$ cat config.mk
export PLATFORM = sky130hd
export DESIGN_NAME = payload_heuristic_vote_unit
export DESIGN_NICKNAME = d
export VERILOG_FILES = /design/src/sv/phv_pkg.sv /design/src/sv/phv_regs.sv /design/src/sv/phv_len_check.sv /design/src/sv/payload_heuristic_vote_unit.sv
export VERILOG_INCLUDE_DIRS = /design/src /design/src/sv
export SDC_FILE = /design/constraint.sdc
export NUM_CORES = 1
export LEC_CHECK = 0
export BUFFER_PORTS_ARGS = -buffer_cell sky130_fd_sc_hd__buf_2
export CAP_MARGIN = 10
export CORE_MARGIN = 3
export CORE_UTILIZATION = 30
export CTS_CLUSTER_SIZE = 12
export DETAILED_ROUTE_END_ITERATION = 8
export RECOVER_POWER = 25
export SLEW_MARGIN = 20
export SYNTH_ARGS = -nofsm -noshare
export SYNTH_HDL_FRONTEND = slang
export SYNTH_SLANG_ARGS = --single-unit
$ cat constraint.sdc
create_clock -name i_clk -period 15.3 [get_ports i_clk]
set_input_delay 3.06 -clock i_clk [delete_from_list [all_inputs] [get_ports i_clk]]
set_output_delay 3.06 -clock i_clk [all_outputs]
set_load 0.01 [all_outputs]
$ cat src/sv/assert_macros.svh
// Assertion helpers used by the top-level RTL file.
`ifndef ASSERT_MACROS_SVH
`define ASSERT_MACROS_SVH

// Clocked check that is held off while reset is asserted.
`define PHV_ASSERT(label, prop, msg) \
    label: assert property (@(posedge i_clk) disable iff (!i_rst_n) prop) else $error(msg);

// Clocked check that also holds during reset.
`define PHV_ASSERT_ALWAYS(label, prop, msg) \
    label: assert property (@(posedge i_clk) prop) else $error(msg);

`endif

$ cat src/sv/phv_pkg.sv
package phv_pkg;

    // Largest number of payload bytes scanned per packet.
    localparam int MAX_BYTES  = 64;
    // Width of the kept-packet counters.
    localparam int COUNT_BITS = 16;

    localparam int POS_W   = $clog2(MAX_BYTES);
    localparam int BYTE_W  = 8;
    localparam int LEN_W   = 32;
    localparam int RUN_W   = 10;
    localparam int LEN_SLACK = 8;
    localparam logic [RUN_W-1:0] RUN_SAT = '1;
    localparam logic [COUNT_BITS-1:0] COUNT_MAX = '1;

    // Register indexes on the configuration port.
    typedef enum logic [2:0] {
        REG_BYTES_EXAMINED  = 3'd0,
        REG_ZERO_RUN_NEEDED = 3'd1,
        REG_LENGTH_CHECK_ON = 3'd2,
        REG_ZERO_CHECK_ON   = 3'd3,
        REG_CHECKS_NEEDED   = 3'd4,
        REG_PACKETS_NEEDED  = 3'd5
    } t_reg_idx;

    // Direction verdict codes.
    typedef enum logic [1:0] {
        VERDICT_FORWARD  = 2'd0,
        VERDICT_BACKWARD = 2'd1,
        VERDICT_TOO_FEW  = 2'd2
    } t_verdict;

    // Configuration register set.
    typedef struct packed {
        logic [6:0]  bytes_examined;
        logic [9:0]  zero_run_needed;
        logic        length_check_on;
        logic        zero_check_on;
        logic [1:0]  checks_needed;
        logic [15:0] packets_needed;
    } t_cfg;

    // One accepted input word.
    typedef struct packed {
        logic [BYTE_W-1:0] payload_byte;
        logic [LEN_W-1:0]  packet_length;
        logic              from_destination;
        logic              last_packet;
    } t_in_word;

    // One result word, packed so the last field is in the lowest bit.
    typedef struct packed {
        t_verdict flow_verdict;
        logic     packet_kept;
        logic     zero_run_found;
        logic     length_found;
    } t_out_word;

endpackage

$ cat src/sv/phv_regs.sv
module phv_regs (
    input  logic            i_clk,
    input  logic            i_rst_n,
    input  logic            psel,
    input  logic            penable,
    input  logic            pwrite,
    input  logic [4:0]      paddr,
    input  logic [31:0]     pwdata,
    output logic [31:0]     prdata,
    output logic            pready,
    output phv_pkg::t_cfg   o_cfg
);

    phv_pkg::t_cfg    r_cfg;
    phv_pkg::t_reg_idx w_idx;
    logic             w_wr;

    assign w_idx  = phv_pkg::t_reg_idx'(paddr[4:2]);
    assign w_wr   = psel && penable && pwrite;
    assign pready = 1'b1;
    assign o_cfg  = r_cfg;

    // Register writes; addresses past the last register are ignored.
    always_ff @(posedge i_clk) begin
        if (!i_rst_n) begin
            r_cfg.bytes_examined  <= 7'd64;
            r_cfg.zero_run_needed <= 10'd16;
            r_cfg.length_check_on <= 1'b1;
            r_cfg.zero_check_on   <= 1'b1;
            r_cfg.checks_needed   <= 2'd1;
            r_cfg.packets_needed  <= 16'd1;
        end else if (w_wr) begin
            case (w_idx)
                phv_pkg::REG_BYTES_EXAMINED:  r_cfg.bytes_examined  <= pwdata[6:0];
                phv_pkg::REG_ZERO_RUN_NEEDED: r_cfg.zero_run_needed <= pwdata[9:0];
                phv_pkg::REG_LENGTH_CHECK_ON: r_cfg.length_check_on <= pwdata[0];
                phv_pkg::REG_ZERO_CHECK_ON:   r_cfg.zero_check_on   <= pwdata[0];
                phv_pkg::REG_CHECKS_NEEDED:   r_cfg.checks_needed   <= pwdata[1:0];
                phv_pkg::REG_PACKETS_NEEDED:  r_cfg.packets_needed  <= pwdata[15:0];
                default: ;
            endcase
        end
    end

    // Read-back mux.
    always_comb begin
        prdata = '0;
        case (w_idx)
            phv_pkg::REG_BYTES_EXAMINED:  prdata = {25'd0, r_cfg.bytes_examined};
            phv_pkg::REG_ZERO_RUN_NEEDED: prdata = {22'd0, r_cfg.zero_run_needed};
            phv_pkg::REG_LENGTH_CHECK_ON: prdata = {31'd0, r_cfg.length_check_on};
            phv_pkg::REG_ZERO_CHECK_ON:   prdata = {31'd0, r_cfg.zero_check_on};
            phv_pkg::REG_CHECKS_NEEDED:   prdata = {30'd0, r_cfg.checks_needed};
            phv_pkg::REG_PACKETS_NEEDED:  prdata = {16'd0, r_cfg.packets_needed};
            default:                      prdata = '0;
        endcase
    end

endmodule

$ cat src/sv/phv_len_check.sv
module phv_len_check (
    input  logic [phv_pkg::BYTE_W-1:0] i_cur,
    input  logic [phv_pkg::BYTE_W-1:0] i_prev1,
    input  logic [phv_pkg::BYTE_W-1:0] i_prev2,
    input  logic [phv_pkg::BYTE_W-1:0] i_prev3,
    input  logic [phv_pkg::LEN_W-1:0]  i_len,
    input  logic [phv_pkg::POS_W-1:0]  i_pos,
    output logic                       o_hit
);

    logic [2:0]                  w_width;
    logic [phv_pkg::LEN_W-1:0]   w_be;
    logic [phv_pkg::LEN_W-1:0]   w_le;
    logic [phv_pkg::LEN_W:0]     w_dbe;
    logic [phv_pkg::LEN_W:0]     w_dle;
    logic                        w_enough;

    // Window width is the byte count of the packet length.
    always_comb begin
        if (i_len <= 32'h0000_00FF)      w_width = 3'd1;
        else if (i_len <= 32'h0000_FFFF) w_width = 3'd2;
        else if (i_len <= 32'h00FF_FFFF) w_width = 3'd3;
        else                             w_width = 3'd4;
    end

    // Big and little endian readings of the window ending at the current byte.
    always_comb begin
        case (w_width)
            3'd1: begin
                w_be = {24'd0, i_cur};
                w_le = {24'd0, i_cur};
            end
            3'd2: begin
                w_be = {16'd0, i_prev1, i_cur};
                w_le = {16'd0, i_cur, i_prev1};
            end
            3'd3: begin
                w_be = {8'd0, i_prev2, i_prev1, i_cur};
                w_le = {8'd0, i_cur, i_prev1, i_prev2};
            end
            default: begin
                w_be = {i_prev3, i_prev2, i_prev1, i_cur};
                w_le = {i_cur, i_prev1, i_prev2, i_prev3};
            end
        endcase
    end

    // The window must lie fully inside the bytes seen so far.
    assign w_enough = ({1'b0, i_pos} + (phv_pkg::POS_W+1)'(1)) >=
                      (phv_pkg::POS_W+1)'(w_width);

    // |v - len| <= slack, done as one offset subtract and an unsigned compare.
    assign w_dbe = {1'b0, w_be} - {1'b0, i_len} + (phv_pkg::LEN_W+1)'(phv_pkg::LEN_SLACK);
    assign w_dle = {1'b0, w_le} - {1'b0, i_len} + (phv_pkg::LEN_W+1)'(phv_pkg::LEN_SLACK);

    assign o_hit = w_enough &&
                   ((w_dbe <= (phv_pkg::LEN_W+1)'(2*phv_pkg::LEN_SLACK)) ||
                    (w_dle <= (phv_pkg::LEN_W+1)'(2*phv_pkg::LEN_SLACK)));

endmodule

$ cat src/sv/payload_heuristic_vote_unit.sv
// Words pass the input register, and results the output register, on the way to m_axis.
// Throughput: one payload byte per cycle unless a packet's last byte meets a stalled
// result slot; the two registers let a byte in while a packet result waits on m_axis.
// One result word leaves per packet, on its last examined byte.
// Reset (synchronous, active low) restores register defaults, clears the packet state
// and both kept counters, and empties both pipeline registers.
`include "assert_macros.svh"

module payload_heuristic_vote_unit (
    input  logic        i_clk,
    input  logic        i_rst_n,
    // Input stream.
    input  logic        s_axis_tvalid,
    output logic        s_axis_tready,
    input  logic [39:0] s_axis_tdata,   // [7:0] payload_byte, [39:8] packet_length
    input  logic [0:0]  s_axis_tuser,   // [0] from_destination
    input  logic        s_axis_tlast,   // last_packet
    // Result stream.
    output logic        m_axis_tvalid,
    input  logic        m_axis_tready,
    output logic [7:0]  m_axis_tdata,   // [0] length_found, [1] zero_run_found,
                                        // [2] packet_kept, [4:3] flow_verdict, [7:5] zero
    output logic        m_axis_tlast,   // flow_done
    // Configuration port.
    input  logic        psel,
    input  logic        penable,
    input  logic        pwrite,
    input  logic [4:0]  paddr,
    input  logic [31:0] pwdata,
    output logic [31:0] prdata,
    output logic        pready
);

    localparam int PW = phv_pkg::POS_W;
    localparam int CW = phv_pkg::COUNT_BITS;

    phv_pkg::t_cfg      w_cfg;

    // Input register.
    logic               r_in_valid;
    phv_pkg::t_in_word  r_in;

    // Packet and flow state.
    logic [PW-1:0]                 r_pos;
    logic [phv_pkg::BYTE_W-1:0]    r_prev [3];
    logic [phv_pkg::RUN_W-1:0]     r_zrun;
    logic                          r_len_seen;
    logic                          r_zero_seen;
    logic [CW-1:0]                 r_fwd_cnt;
    logic [CW-1:0]                 r_bwd_cnt;

    // Output register.
    logic               r_out_valid;
    phv_pkg::t_out_word r_out;
    logic               r_out_done;

    logic               w_len_hit;
    logic [PW:0]        w_nbytes;
    logic               w_pkt_end;
    logic               w_proc;
    logic               w_emit;
    logic [phv_pkg::RUN_W-1:0] n_zrun;
    logic               n_zero_seen;
    logic               n_len_seen;
    logic [1:0]         w_votes;
    logic               w_kept;
    logic [CW-1:0]      n_fwd_cnt;
    logic [CW-1:0]      n_bwd_cnt;
    phv_pkg::t_verdict  w_verdict;

    phv_regs u_regs (
        .i_clk   (i_clk),
        .i_rst_n (i_rst_n),
        .psel    (psel),
        .penable (penable),
        .pwrite  (pwrite),
        .paddr   (paddr),
        .pwdata  (pwdata),
        .prdata  (prdata),
        .pready  (pready),
        .o_cfg   (w_cfg)
    );

    phv_len_check u_len (
        .i_cur   (r_in.payload_byte),
        .i_prev1 (r_prev[0]),
        .i_prev2 (r_prev[1]),
        .i_prev3 (r_prev[2]),
        .i_len   (r_in.packet_length),
        .i_pos   (r_pos),
        .o_hit   (w_len_hit)
    );

    // Effective bytes per packet: zero acts as one, large values clamp.
    always_comb begin
        if (w_cfg.bytes_examined == 7'd0) begin
            w_nbytes = (PW+1)'(1);
        end else if (32'(w_cfg.bytes_examined) > 32'(phv_pkg::MAX_BYTES)) begin
            w_nbytes = (PW+1)'(phv_pkg::MAX_BYTES);
        end else begin
            w_nbytes = (PW+1)'(w_cfg.bytes_examined);
        end
    end

    assign w_pkt_end = ({1'b0, r_pos} + (PW+1)'(1)) >= w_nbytes;

    // A word moves on unless it ends a packet and the result slot stays full.
    assign w_proc = r_in_valid && (!w_pkt_end || !r_out_valid || m_axis_tready);
    assign w_emit = w_proc && w_pkt_end;
    assign s_axis_tready = !r_in_valid || w_proc;

    // Zero-bit run, scanned LSB first across the byte.
    always_comb begin
        n_zrun      = r_zrun;
        n_zero_seen = r_zero_seen;
        for (int i = 0; i < phv_pkg::BYTE_W; i++) begin
            if (!r_in.payload_byte[i]) begin
                if (n_zrun < phv_pkg::RUN_SAT) begin
                    n_zrun = n_zrun + phv_pkg::RUN_W'(1);
                end
                if (n_zrun >= w_cfg.zero_run_needed) begin
                    n_zero_seen = 1'b1;
                end
            end else begin
                n_zrun = '0;
            end
        end
    end

    assign n_len_seen = r_len_seen || w_len_hit;

    // Votes, kept decision, saturating per-direction counts and flow verdict.
    always_comb begin
        w_votes = 2'(w_cfg.length_check_on && n_len_seen) +
                  2'(w_cfg.zero_check_on && n_zero_seen);
        w_kept  = w_votes >= w_cfg.checks_needed;
        n_fwd_cnt = r_fwd_cnt;
        n_bwd_cnt = r_bwd_cnt;
        if (w_kept) begin
            if (r_in.from_destination) begin
                if (r_bwd_cnt != phv_pkg::COUNT_MAX) n_bwd_cnt = r_bwd_cnt + CW'(1);
            end else begin
                if (r_fwd_cnt != phv_pkg::COUNT_MAX) n_fwd_cnt = r_fwd_cnt + CW'(1);
            end
        end
        w_verdict = phv_pkg::VERDICT_FORWARD;
        if (r_in.last_packet) begin
            if (32'(n_fwd_cnt) >= 32'(w_cfg.packets_needed)) begin
                w_verdict = phv_pkg::VERDICT_FORWARD;
            end else if (32'(n_bwd_cnt) >= 32'(w_cfg.packets_needed)) begin
                w_verdict = phv_pkg::VERDICT_BACKWARD;
            end else begin
                w_verdict = phv_pkg::VERDICT_TOO_FEW;
            end
        end
    end

    // Input register.
    always_ff @(posedge i_clk) begin
        if (!i_rst_n) begin
            r_in_valid <= 1'b0;
        end else if (s_axis_tready) begin
            r_in_valid <= s_axis_tvalid;
        end
    end

    always_ff @(posedge i_clk) begin
        if (s_axis_tready && s_axis_tvalid) begin
            r_in.payload_byte     <= s_axis_tdata[7:0];
            r_in.packet_length    <= s_axis_tdata[39:8];
            r_in.from_destination <= s_axis_tuser[0];
            r_in.last_packet      <= s_axis_tlast;
        end
    end

    // Packet state and kept counters.
    always_ff @(posedge i_clk) begin
        if (!i_rst_n) begin
            r_pos       <= '0;
            r_prev[0]   <= '0;
            r_prev[1]   <= '0;
            r_prev[2]   <= '0;
            r_zrun      <= '0;
            r_len_seen  <= 1'b0;
            r_zero_seen <= 1'b0;
            r_fwd_cnt   <= '0;
            r_bwd_cnt   <= '0;
        end else if (w_proc) begin
            if (w_pkt_end) begin
                r_pos       <= '0;
                r_prev[0]   <= '0;
                r_prev[1]   <= '0;
                r_prev[2]   <= '0;
                r_zrun      <= '0;
                r_len_seen  <= 1'b0;
                r_zero_seen <= 1'b0;
                if (r_in.last_packet) begin
                    r_fwd_cnt <= '0;
                    r_bwd_cnt <= '0;
                end else begin
                    r_fwd_cnt <= n_fwd_cnt;
                    r_bwd_cnt <= n_bwd_cnt;
                end
            end else begin
                r_pos       <= r_pos + PW'(1);
                r_prev[0]   <= r_in.payload_byte;
                r_prev[1]   <= r_prev[0];
                r_prev[2]   <= r_prev[1];
                r_zrun      <= n_zrun;
                r_len_seen  <= n_len_seen;
                r_zero_seen <= n_zero_seen;
            end
        end
    end

    // Output register.
    always_ff @(posedge i_clk) begin
        if (!i_rst_n) begin
            r_out_valid <= 1'b0;
        end else if (w_emit) begin
            r_out_valid <= 1'b1;
        end else if (m_axis_tready) begin
            r_out_valid <= 1'b0;
        end
    end

    always_ff @(posedge i_clk) begin
        if (w_emit) begin
            r_out.length_found   <= n_len_seen;
            r_out.zero_run_found <= n_zero_seen;
            r_out.packet_kept    <= w_kept;
            r_out.flow_verdict   <= w_verdict;
            r_out_done           <= r_in.last_packet;
        end
    end

    assign m_axis_tvalid = r_out_valid;
    assign m_axis_tdata  = {3'd0, r_out};
    assign m_axis_tlast  = r_out_done;

    `PHV_ASSERT(a_flow_end_clears, w_emit && r_in.last_packet |=> r_fwd_cnt == '0 && r_bwd_cnt == '0, "kept counters not cleared at end of flow")
    `PHV_ASSERT(a_pkt_end_rewinds, w_emit |=> r_pos == '0 && !r_len_seen && !r_zero_seen, "packet state not cleared after last byte")
    `PHV_ASSERT(a_verdict_idle, r_out_valid && !r_out_done |-> r_out.flow_verdict == phv_pkg::VERDICT_FORWARD, "verdict set without flow end")
    `PHV_ASSERT(a_pos_range, 32'(r_pos) < 32'(phv_pkg::MAX_BYTES), "byte position out of range")

endmodule
==> summary.md, run 1 <==
| Metric | Value |
|---|---|
| DP Cell Count | 3196 |
| Worst EP arrival | about 15 ns |
| Synth area leader | ha_1 |
| Largest net degree at the start of global routing | 67 |
| Share of layout cells above drive strength 1 | 0.202 |
| Final Slew Violations | 0 |
| Top post-synthesis cells by area | ha_1 (18%), edfxtp_1 (12%), dfxtp_1 (10%), a21oi_1 (5.0%), nor2_1 (4.2%) |
| Sequential fraction of the synthesis area | 0.221 |
| Status | finished, final reports clean |
| Hold Path Class | flip-flop to flip-flop |
| Die area | 0.0625 mm2 |
| Final cycle utilization of the critical path | 0.947 |
| Area grow syn2layout | 21.3% |
| Non-Filler Instances | 3256 |
| Setup Skew | 0.0202 ns |
| CTS Buf Count | 17 |
| Crit path launch type | flip-flop |
| H-tree depth | 4 |
| Placeable Area | 0.0584 mm2 |
| Post-synth top cells | ha_1 (260), nor2_1 (199), nand2_1 (195), a21oi_1 (179), inv_1 (130) |
| Syn_area_per_cell | 8.05 um2 |
| Most numerous cell in the Yosys netlist | ha_1 |
| Placer congestion estimate | just under 0.9 |
| 1st-iter DRT viols | 1073 |
| Yosys top cell area share | 0.182 |
| CTS tree | done |
| Vias per cell | 5.37 |
| CTS max path bufs | 2 |
| GR Overflow Total | 0 |
| Initial antenna violation count | 0 |
| Row count | 88 |
| Clk sinks | 161 |
| Vias in the first global route | 16747 |
| Final core occ | 0.372 |
| Warnings from Yosys | 0 |
| Distinct cells, synth | around 120 |
| Peak supply drop | 0.0792 mV |
| Power per standard cell area | 57.2 mW/mm2 |
| Worst-Margin Slew | 1.13 ns |
| Final setup TNS | 0 ns |
| Placed wire-length estimate | 43800 um |
| Hold Violations, Final | 0 |
| Buffers on Ports | 91 |
| Drt total wl | 56500 um |
| Clk pin slew, worst setup/hold paths | 0.08 ns |
| Die Ht | about 250 um |
| Hold WS | approximately 0.46 ns |
| Register bit total from synthesis | 161 |
| Ys flop type | dfxtp_1 |
| Slowest cell on crit path | or4_4 |
| GRT Overall Usage | 0.174 |
| Initial core utilization | 0.306 |
| Final net count | 2826 |
| Ys async rst share | 0 |
| DR WL/cell | 17.4 um |
| Clock Root Buffer | clkbuf_16 |
| Via count | 17488 |
| Die Span X | 250 um |
| # setup viols final | 0 |
| Max-slew headroom | 0.234 |
| Max Freq | roughly 0.069 GHz |
| Antenna viol nets, final | 0 |
| Most common cell on crit path | nand2b_1 |
| Number of diodes | 0 |
| Crit Path Max Fanout | 7 |
| Critical path data required time | 15.62 ns |
| Max-cap violation count | 0 |
| Total iterations of the first detailed-routing run | 6 |
| Leak Pwr | 9.51 nW |
| Crit. End Element | flip-flop |
| Crit Path Class | flip-flop to flip-flop |
| EDFF count, synth | 72 |
| Area of the mapped netlist | 0.0179 mm2 |
| DRC viols | 0 |
| # IOs | 130 |
| Clk_lat worst skew | 0.45 ns |
| Min cycle time layout | 14.48 ns |
| First-pass GRT wire length | a little under 90000 um |
| CP peak stage delay | 0.54 ns |
| Mapped Cells | approximately 2200 |
[report_power, final]
| part | switching (mW) | internal (mW) |
|---|---|---|
| registers | 0.0117 | 0.462 |
| logic | 0.183 | 0.138 |
| clock network | 0.212 | 0.233 |
| total | 0.407 | 0.834 |
[final cells by class]
cell class	instances	area, um2
Inverter	136	515
Sequential cell	161	3950
Multi-Input combinational cell	1843	13500
Timing Repair Buffer	319	2170
Clock inverter	14	165
Clock buffer	18	429
Tap cell	765	957
Fill cell	5945	36700
[placed cells by master, fill, tap and decap left out, types with 16 or more instances in the layout]
| cell type | instances |
|---|---|
| a21oi_2 | 18 |
| a21oi_1 | 165 |
| dfxtp_1 | 87 |
| o21ai_1 | 16 |
| o21a_1 | 25 |
| nand2_1 | 190 |
| clkbuf_16 | 17 |
| edfxtp_1 | 72 |
| nor4_1 | 19 |
| buf_2 | 86 |
| a21o_1 | 45 |
| buf_4 | 223 |
| mux2i_1 | 41 |
| a31oi_1 | 25 |
| and2_1 | 43 |
| nand4_1 | 20 |
| xnor2_1 | 35 |
| nor3_1 | 51 |
| inv_1 | 127 |
| nor2_1 | 192 |
| nor3b_1 | 31 |
| nand3_1 | 54 |
| ha_1 | 254 |
| and3_1 | 18 |
| nand2b_1 | 54 |
| nor2b_1 | 52 |
| conb_1 | 20 |
| xor2_1 | 28 |
| o21ai_0 | 96 |
[sequential cells by signal, indices dropped and copies added (netlist names), 5 cells and up]
name          flops
r_in             42
r_pos             6
u_regs.o_cfg     37
r_bwd_cnt        16
r_prev           24
m_axis_tdata      5
r_zrun           10
r_fwd_cnt        16
[critical path, delay by kind of cell, from the launching register on]
family / cells / cell delay (ns)
simple gates: 39 / 6.09
compound gates: 28 / 4.24
fa+ha+maj: 9 / 1.97
buf+inv: 11 / 1.21
xor+xnor: 3 / 0.46
flops: 1 / 0.35
[final timing paths]
path	startpoint	slack [ns]	cells past startpoint	endpoint
setup / recovery	r_zrun[0]	0.82	90	m_axis_tdata[4]
hold / removal	u_regs.o_cfg[14]	0.46	2	u_regs.o_cfg[14]
setup reg to reg	r_zrun[0]	0.82	90	m_axis_tdata[4]
hold reg to reg	u_regs.o_cfg[14]	0.46	2	u_regs.o_cfg[14]
[metal layers]
layer / vias up / part of all wire / GRT usage
li1: 8604 / - / -
met3: 81 / 0.049 / 0.0250
met1: 8327 / 0.46 / 0.236
met2: 476 / 0.46 / 0.287
met4: 0 / 0.025 / 0.0539
met5: - / 0 / 0
[metrics by stage]
| stage | total power [mW] | cell area, um2 | setup slack [ns] |
|---|---|---|---|
| floorplan | 0.697 | 18000 | 0.00187 |
| global placement | 0.775 | 20400 | -0.238 |
| detailed placement | 0.787 | 20400 | -0.368 |
| CTS | 1.24 | 21200 | 0.0268 |
| global route | 1.31 | 21700 | -0.0557 |
| finish | 1.24 | 21700 | 0.815 |
[repair_timing]
| action | 4_1_cts | 5_1_grt |
|---|---|---|
| buffers inserted | 12 | 16 |
| cloned | 0 | 0 |
| gates resized for setup | 26 | 78 |
| endpoints found under the setup margin | 2 | 2 |
| hold buffers | 0 | 0 |
| pin swaps | 15 | 59 |
[cells by family after synthesis]
family                   Yosys count  synth area share
AND/OR/NAND/NOR                  851             0.249
buffers and inverters            233            0.0558
AO/OA/AOI/OAI                    585             0.222
adder cells (fa/ha/maj)          262             0.184
other                              2          0.000420
flip-flops                       161             0.221
multiplexers                      56            0.0341
XOR/XNOR                          69            0.0338
(Power assumes the default switching activity.)
==> run 2, diff against run 1 <==
ABC_AREA = 1   (was default)
ABC_CLOCK_PERIOD_IN_PS = 15300   (was default)
CTS_CLUSTER_DIAMETER = 100   (was default)
==> run 2 against run 1 <==
The run now ends with max-capacitance violations, max-slew violations left. Synthesized cell count up 5.6%. Global-route usage shrank 1.7 points. Sequential power rose by 1%. Critical path type unchanged.
==> summary.md, run 2 <==
| Metric | Value |
|---|---|
| Clk_lat worst skew | 0.46 ns (about the same) |
| Crit path launch type | flip-flop |
| Top Metal Used | met4 |
| Die Span X | 243 um (-2.7%) |
| Switching Share | 0.359 (+0.0313) |
| Metal3 WL | 2330 um (-17%) |
| Largest net degree at the start of global routing | 44 (-34%) |
| Vias in the first global route | 14219 (-15%) |
| Crit Path Class | flip-flop to flip-flop |
| Die area | 0.0592 mm2 (-5.3%) |
| Slowest cell on crit path | dfxtp_2 |
| Number of diodes | 0 (unchanged) |
| Drt total wl | 46900 um (-17%) |
| Peak supply drop | 0.0736 mV (-7.0%) |
| Clk sinks | 161 (unchanged) |
| Hold path cells | 2 (unchanged) |
| First-pass GRT wire length | 75300 um (-16%) |
| Area grow syn2layout | 11.2% |
| P_int | 0.830 mW (-0.47%) |
| R2R Setup Slk | 1.22 ns (+0.41 ns) |
| Register bit total from synthesis | 161 (unchanged) |
| Sequential fraction of the synthesis area | 0.233 (+0.0126) |
| Total iterations of the first detailed-routing run | 5 (-1) |
| Vias per cell | 4.83 (-10%) |
| # IOs | 130 (unchanged) |
| EDFF count, synth | 72 (unchanged) |
| Via count | 15379 (-12%) |
| Placer congestion estimate | 0.841 (-4.7%) |
| 1st-iter DRT viols | 1085 (+1.1%) |
| Syn_area_per_cell | 7.21 um2 (-10%) |
| Max Freq | 0.0710 GHz (+2.9%) |
| Top reg by flops | r_in |
| Fillers | 5945 (unchanged) |
| Crit Path Max Fanout | 10 (+3) |
| Worst EP arrival | 14.27 ns (-0.53 ns) |
| Antenna viol nets, final | 0 (unchanged) |
| Met2 WL | 20000 um (-24%) |
| Yosys top cell area share | 0.192 (+0.0104) |
| Min cycle time layout | 14.08 ns (-0.409 ns) |
| Worst r2r path cells | 90 (unchanged) |
| Part of the power in registers | 0.370 (-0.012) |
| Commonest non-fill, non-tap cells in the layout | nand2_1 (463), inv_1 (316), ha_1 (255) |
| Placeable Area | 0.0554 mm2 (-5.0%) |
| Die Ht | 243 um (-2.7%) |
| Initial antenna violation count | 1 (+1) |
| Hold Path Class | flip-flop to flip-flop |
| Violated checks | max-capacitance violations, max-slew violations |
| Critical path data required time | 15.49 ns (-0.13 ns) |
| Buffers on Ports | 91 (unchanged) |
| Hold Violations, Final | 0 (unchanged) |
| Max reg flops | 42 (unchanged) |
| Hold Path End | r_fwd_cnt[15] |
| Final setup TNS | 0 ns (unchanged) |
| Max-cap violation count | 2 (+2) |
| CTS tree | done |
| Ys async rst share | 0 (unchanged) |
| Clk pin slew, worst setup/hold paths | 0.08 ns (about the same) |
| Area of the mapped netlist | 0.0169 mm2 (-5.4%) |
| Setup Skew | 0.0190 ns (-0.00117 ns) |
| Top post-synthesis cells by area | ha_1 (19%), edfxtp_1 (13%), dfxtp_1 (11%), nand2_1 (10%), inv_1 (7.0%) |
| Metal-1 WL | 23600 um (-9.3%) |
| DR WL/cell | 14.7 um (-15%) |
| Final Slew Violations | 82 (+82) |
| Finished Cell Area | 0.0188 mm2 (-13%) |
| CTS max path bufs | 2 (unchanged) |
| RSZ-0062 raised after global routing | false |
| DRC viols | 0 (unchanged) |
| Max-slew headroom | -0.326 (-0.560) |
| FF-to-FF End | m_axis_tdata[3] |
| Status | finished with violations |
| Most numerous cell in the Yosys netlist | nand2_1 |
| GRT Overall Usage | 0.157 (-0.0173) |
| Final net count | 2771 (-1.9%) |
| Leak Pwr | 8.80 nW (-7.5%) |
| FF-to-FF Start | r_zrun[1] |
| Worst-Margin Slew | 1.99 ns (+0.856 ns) |
| CP peak stage delay | 0.39 ns (-0.15 ns) |
| Post-synth top cells | nand2_1 (463), inv_1 (317), ha_1 (260), nor2_1 (198), a21oi_1 (166) |
| CTS Buf Count | 17 (unchanged) |
| H-tree depth | 4 (unchanged) |
| Synth area leader | ha_1 |
| Distinct cells, synth | 63 (-45%) |
| # setup viols final | 0 (unchanged) |
| Crit. End Element | flip-flop |
| Clock Root Buffer | clkbuf_16 |
| Post-place instance area | 0.0182 mm2 (-11%) |
| Hold buffers post-CTS | 0 (unchanged) |
| GR Overflow Total | 0 (unchanged) |
| Share of layout cells above drive strength 1 | 0.103 (-0.0989) |
| Clock power frac | 0.355 (-0.004) |
| Row count | 86 (-2.3%) |
| Warnings from Yosys | 0 (unchanged) |
| Placed wire-length estimate | 36700 um (-16%) |
| Initial core utilization | 0.305 (-0.00114) |
| Hold Crit Start | r_fwd_cnt[15] |
| Power per standard cell area | 68.9 mW/mm2 (+20%) |
| Sw power | 0.465 mW (+14%) |
| Comb power frac | 0.275 (+0.016) |
| Mapped Cells | 2344 (+5.6%) |
| Ys flop type | dfxtp_1 |
| Most common cell after layout, fill and taps aside | nand2_1 |
| Most common cell on crit path | nand2_1 |
| Final cycle utilization of the critical path | 0.920 (-0.0267) |
-- run 2: power groups by stage --
stage                     sequential, mW  combinational [mW]  clock (mW)
after floorplan                    0.482               0.274           0
after global placement             0.489               0.351           0
after detailed placement           0.489               0.352           0
after CTS                          0.479               0.355       0.472
after global routing               0.481               0.408       0.487
final                              0.479               0.357       0.459
-- run 2: metal layers --
layer	GRT usage	up-vias
met2	0.246	370
met5	0	-
met1	0.226	6912
met3	0.0197	52
li1	-	8045
met4	0.0420	0
-- run 2: metrics by stage --
step | hold WS, ns | instances | setup WS [ns] | util | total power [mW]
6_report | 0.482 | 3184 | 1.22 | 0.339 | 1.30
5_1_grt | 0.504 | 3184 | 0.0118 | 0.339 | 1.38
4_1_cts | 0.484 | 3183 | 0.565 | 0.339 | 1.31
3_5_place_dp | 0.471 | 3151 | 0.634 | 0.328 | 0.841
3_3_place_gp | 0.466 | 3151 | 0.735 | 0.328 | 0.840
2_1_floorplan | 0.442 | 2362 | 3.01 | - | 0.757
-- run 2: how the worst max path moves through the flow --
stage	end	cells after the start	slack, ns	from
after floorplan	m_axis_tdata[3]	88	3.01	r_zrun[0]
after detailed placement	m_axis_tdata[3]	90	0.63	r_zrun[1]
after global routing	m_axis_tdata[3]	92	0.01	r_zrun[1]
after global placement	m_axis_tdata[3]	90	0.74	r_zrun[1]
final	m_axis_tdata[3]	90	1.22	r_zrun[1]
after CTS	m_axis_tdata[3]	89	0.57	r_zrun[1]
-- run 2: cell families (layout without fill, tap and decap cells) --
group | after synthesis | count (layout) | share of synthesized area
adders and majority gates | 262 | 262 | 0.195
other | 2 | 20 | 0.000444
and+or+nand+nor | 995 | 995 | 0.275
AOI/OAI and AO/OA | 437 | 437 | 0.156
xor gates and xnor gates | 92 | 92 | 0.0477
buffers and inverters | 395 | 469 | 0.0923
DFF | 161 | 161 | 0.233
-- run 2: layout make-up --
class | instances | area, um2 | share of cell area
multi-input combinational | 1806 | 11500 | 0.612
inverter | 331 | 1240 | 0.0661
clock buffer | 17 | 425 | 0.0226
sequential | 161 | 3950 | 0.210
clock inverter | 15 | 201 | 0.0107
tap | 748 | 936 | 0.0498
timing repair buffer | 106 | 551 | 0.0293
-- run 2: critical path: cells and delay by family, from the launching register on --
kind	cells	cell delay, ns
and+or+nand+nor	47	6.23
AOI/OAI and AO/OA	21	3.20
adders and majority gates	10	2.64
buffers and inverters	10	0.89
xor gates and xnor gates	2	0.42
DFF	1	0.39
-- run 2: repair_timing --
| item | 4_1_cts | 5_1_grt |
|---|---|---|
| resized for setup | 0 | 11 |
| endpoints found under the setup margin | 0 | 2 |
| setup buffers | 0 | 1 |
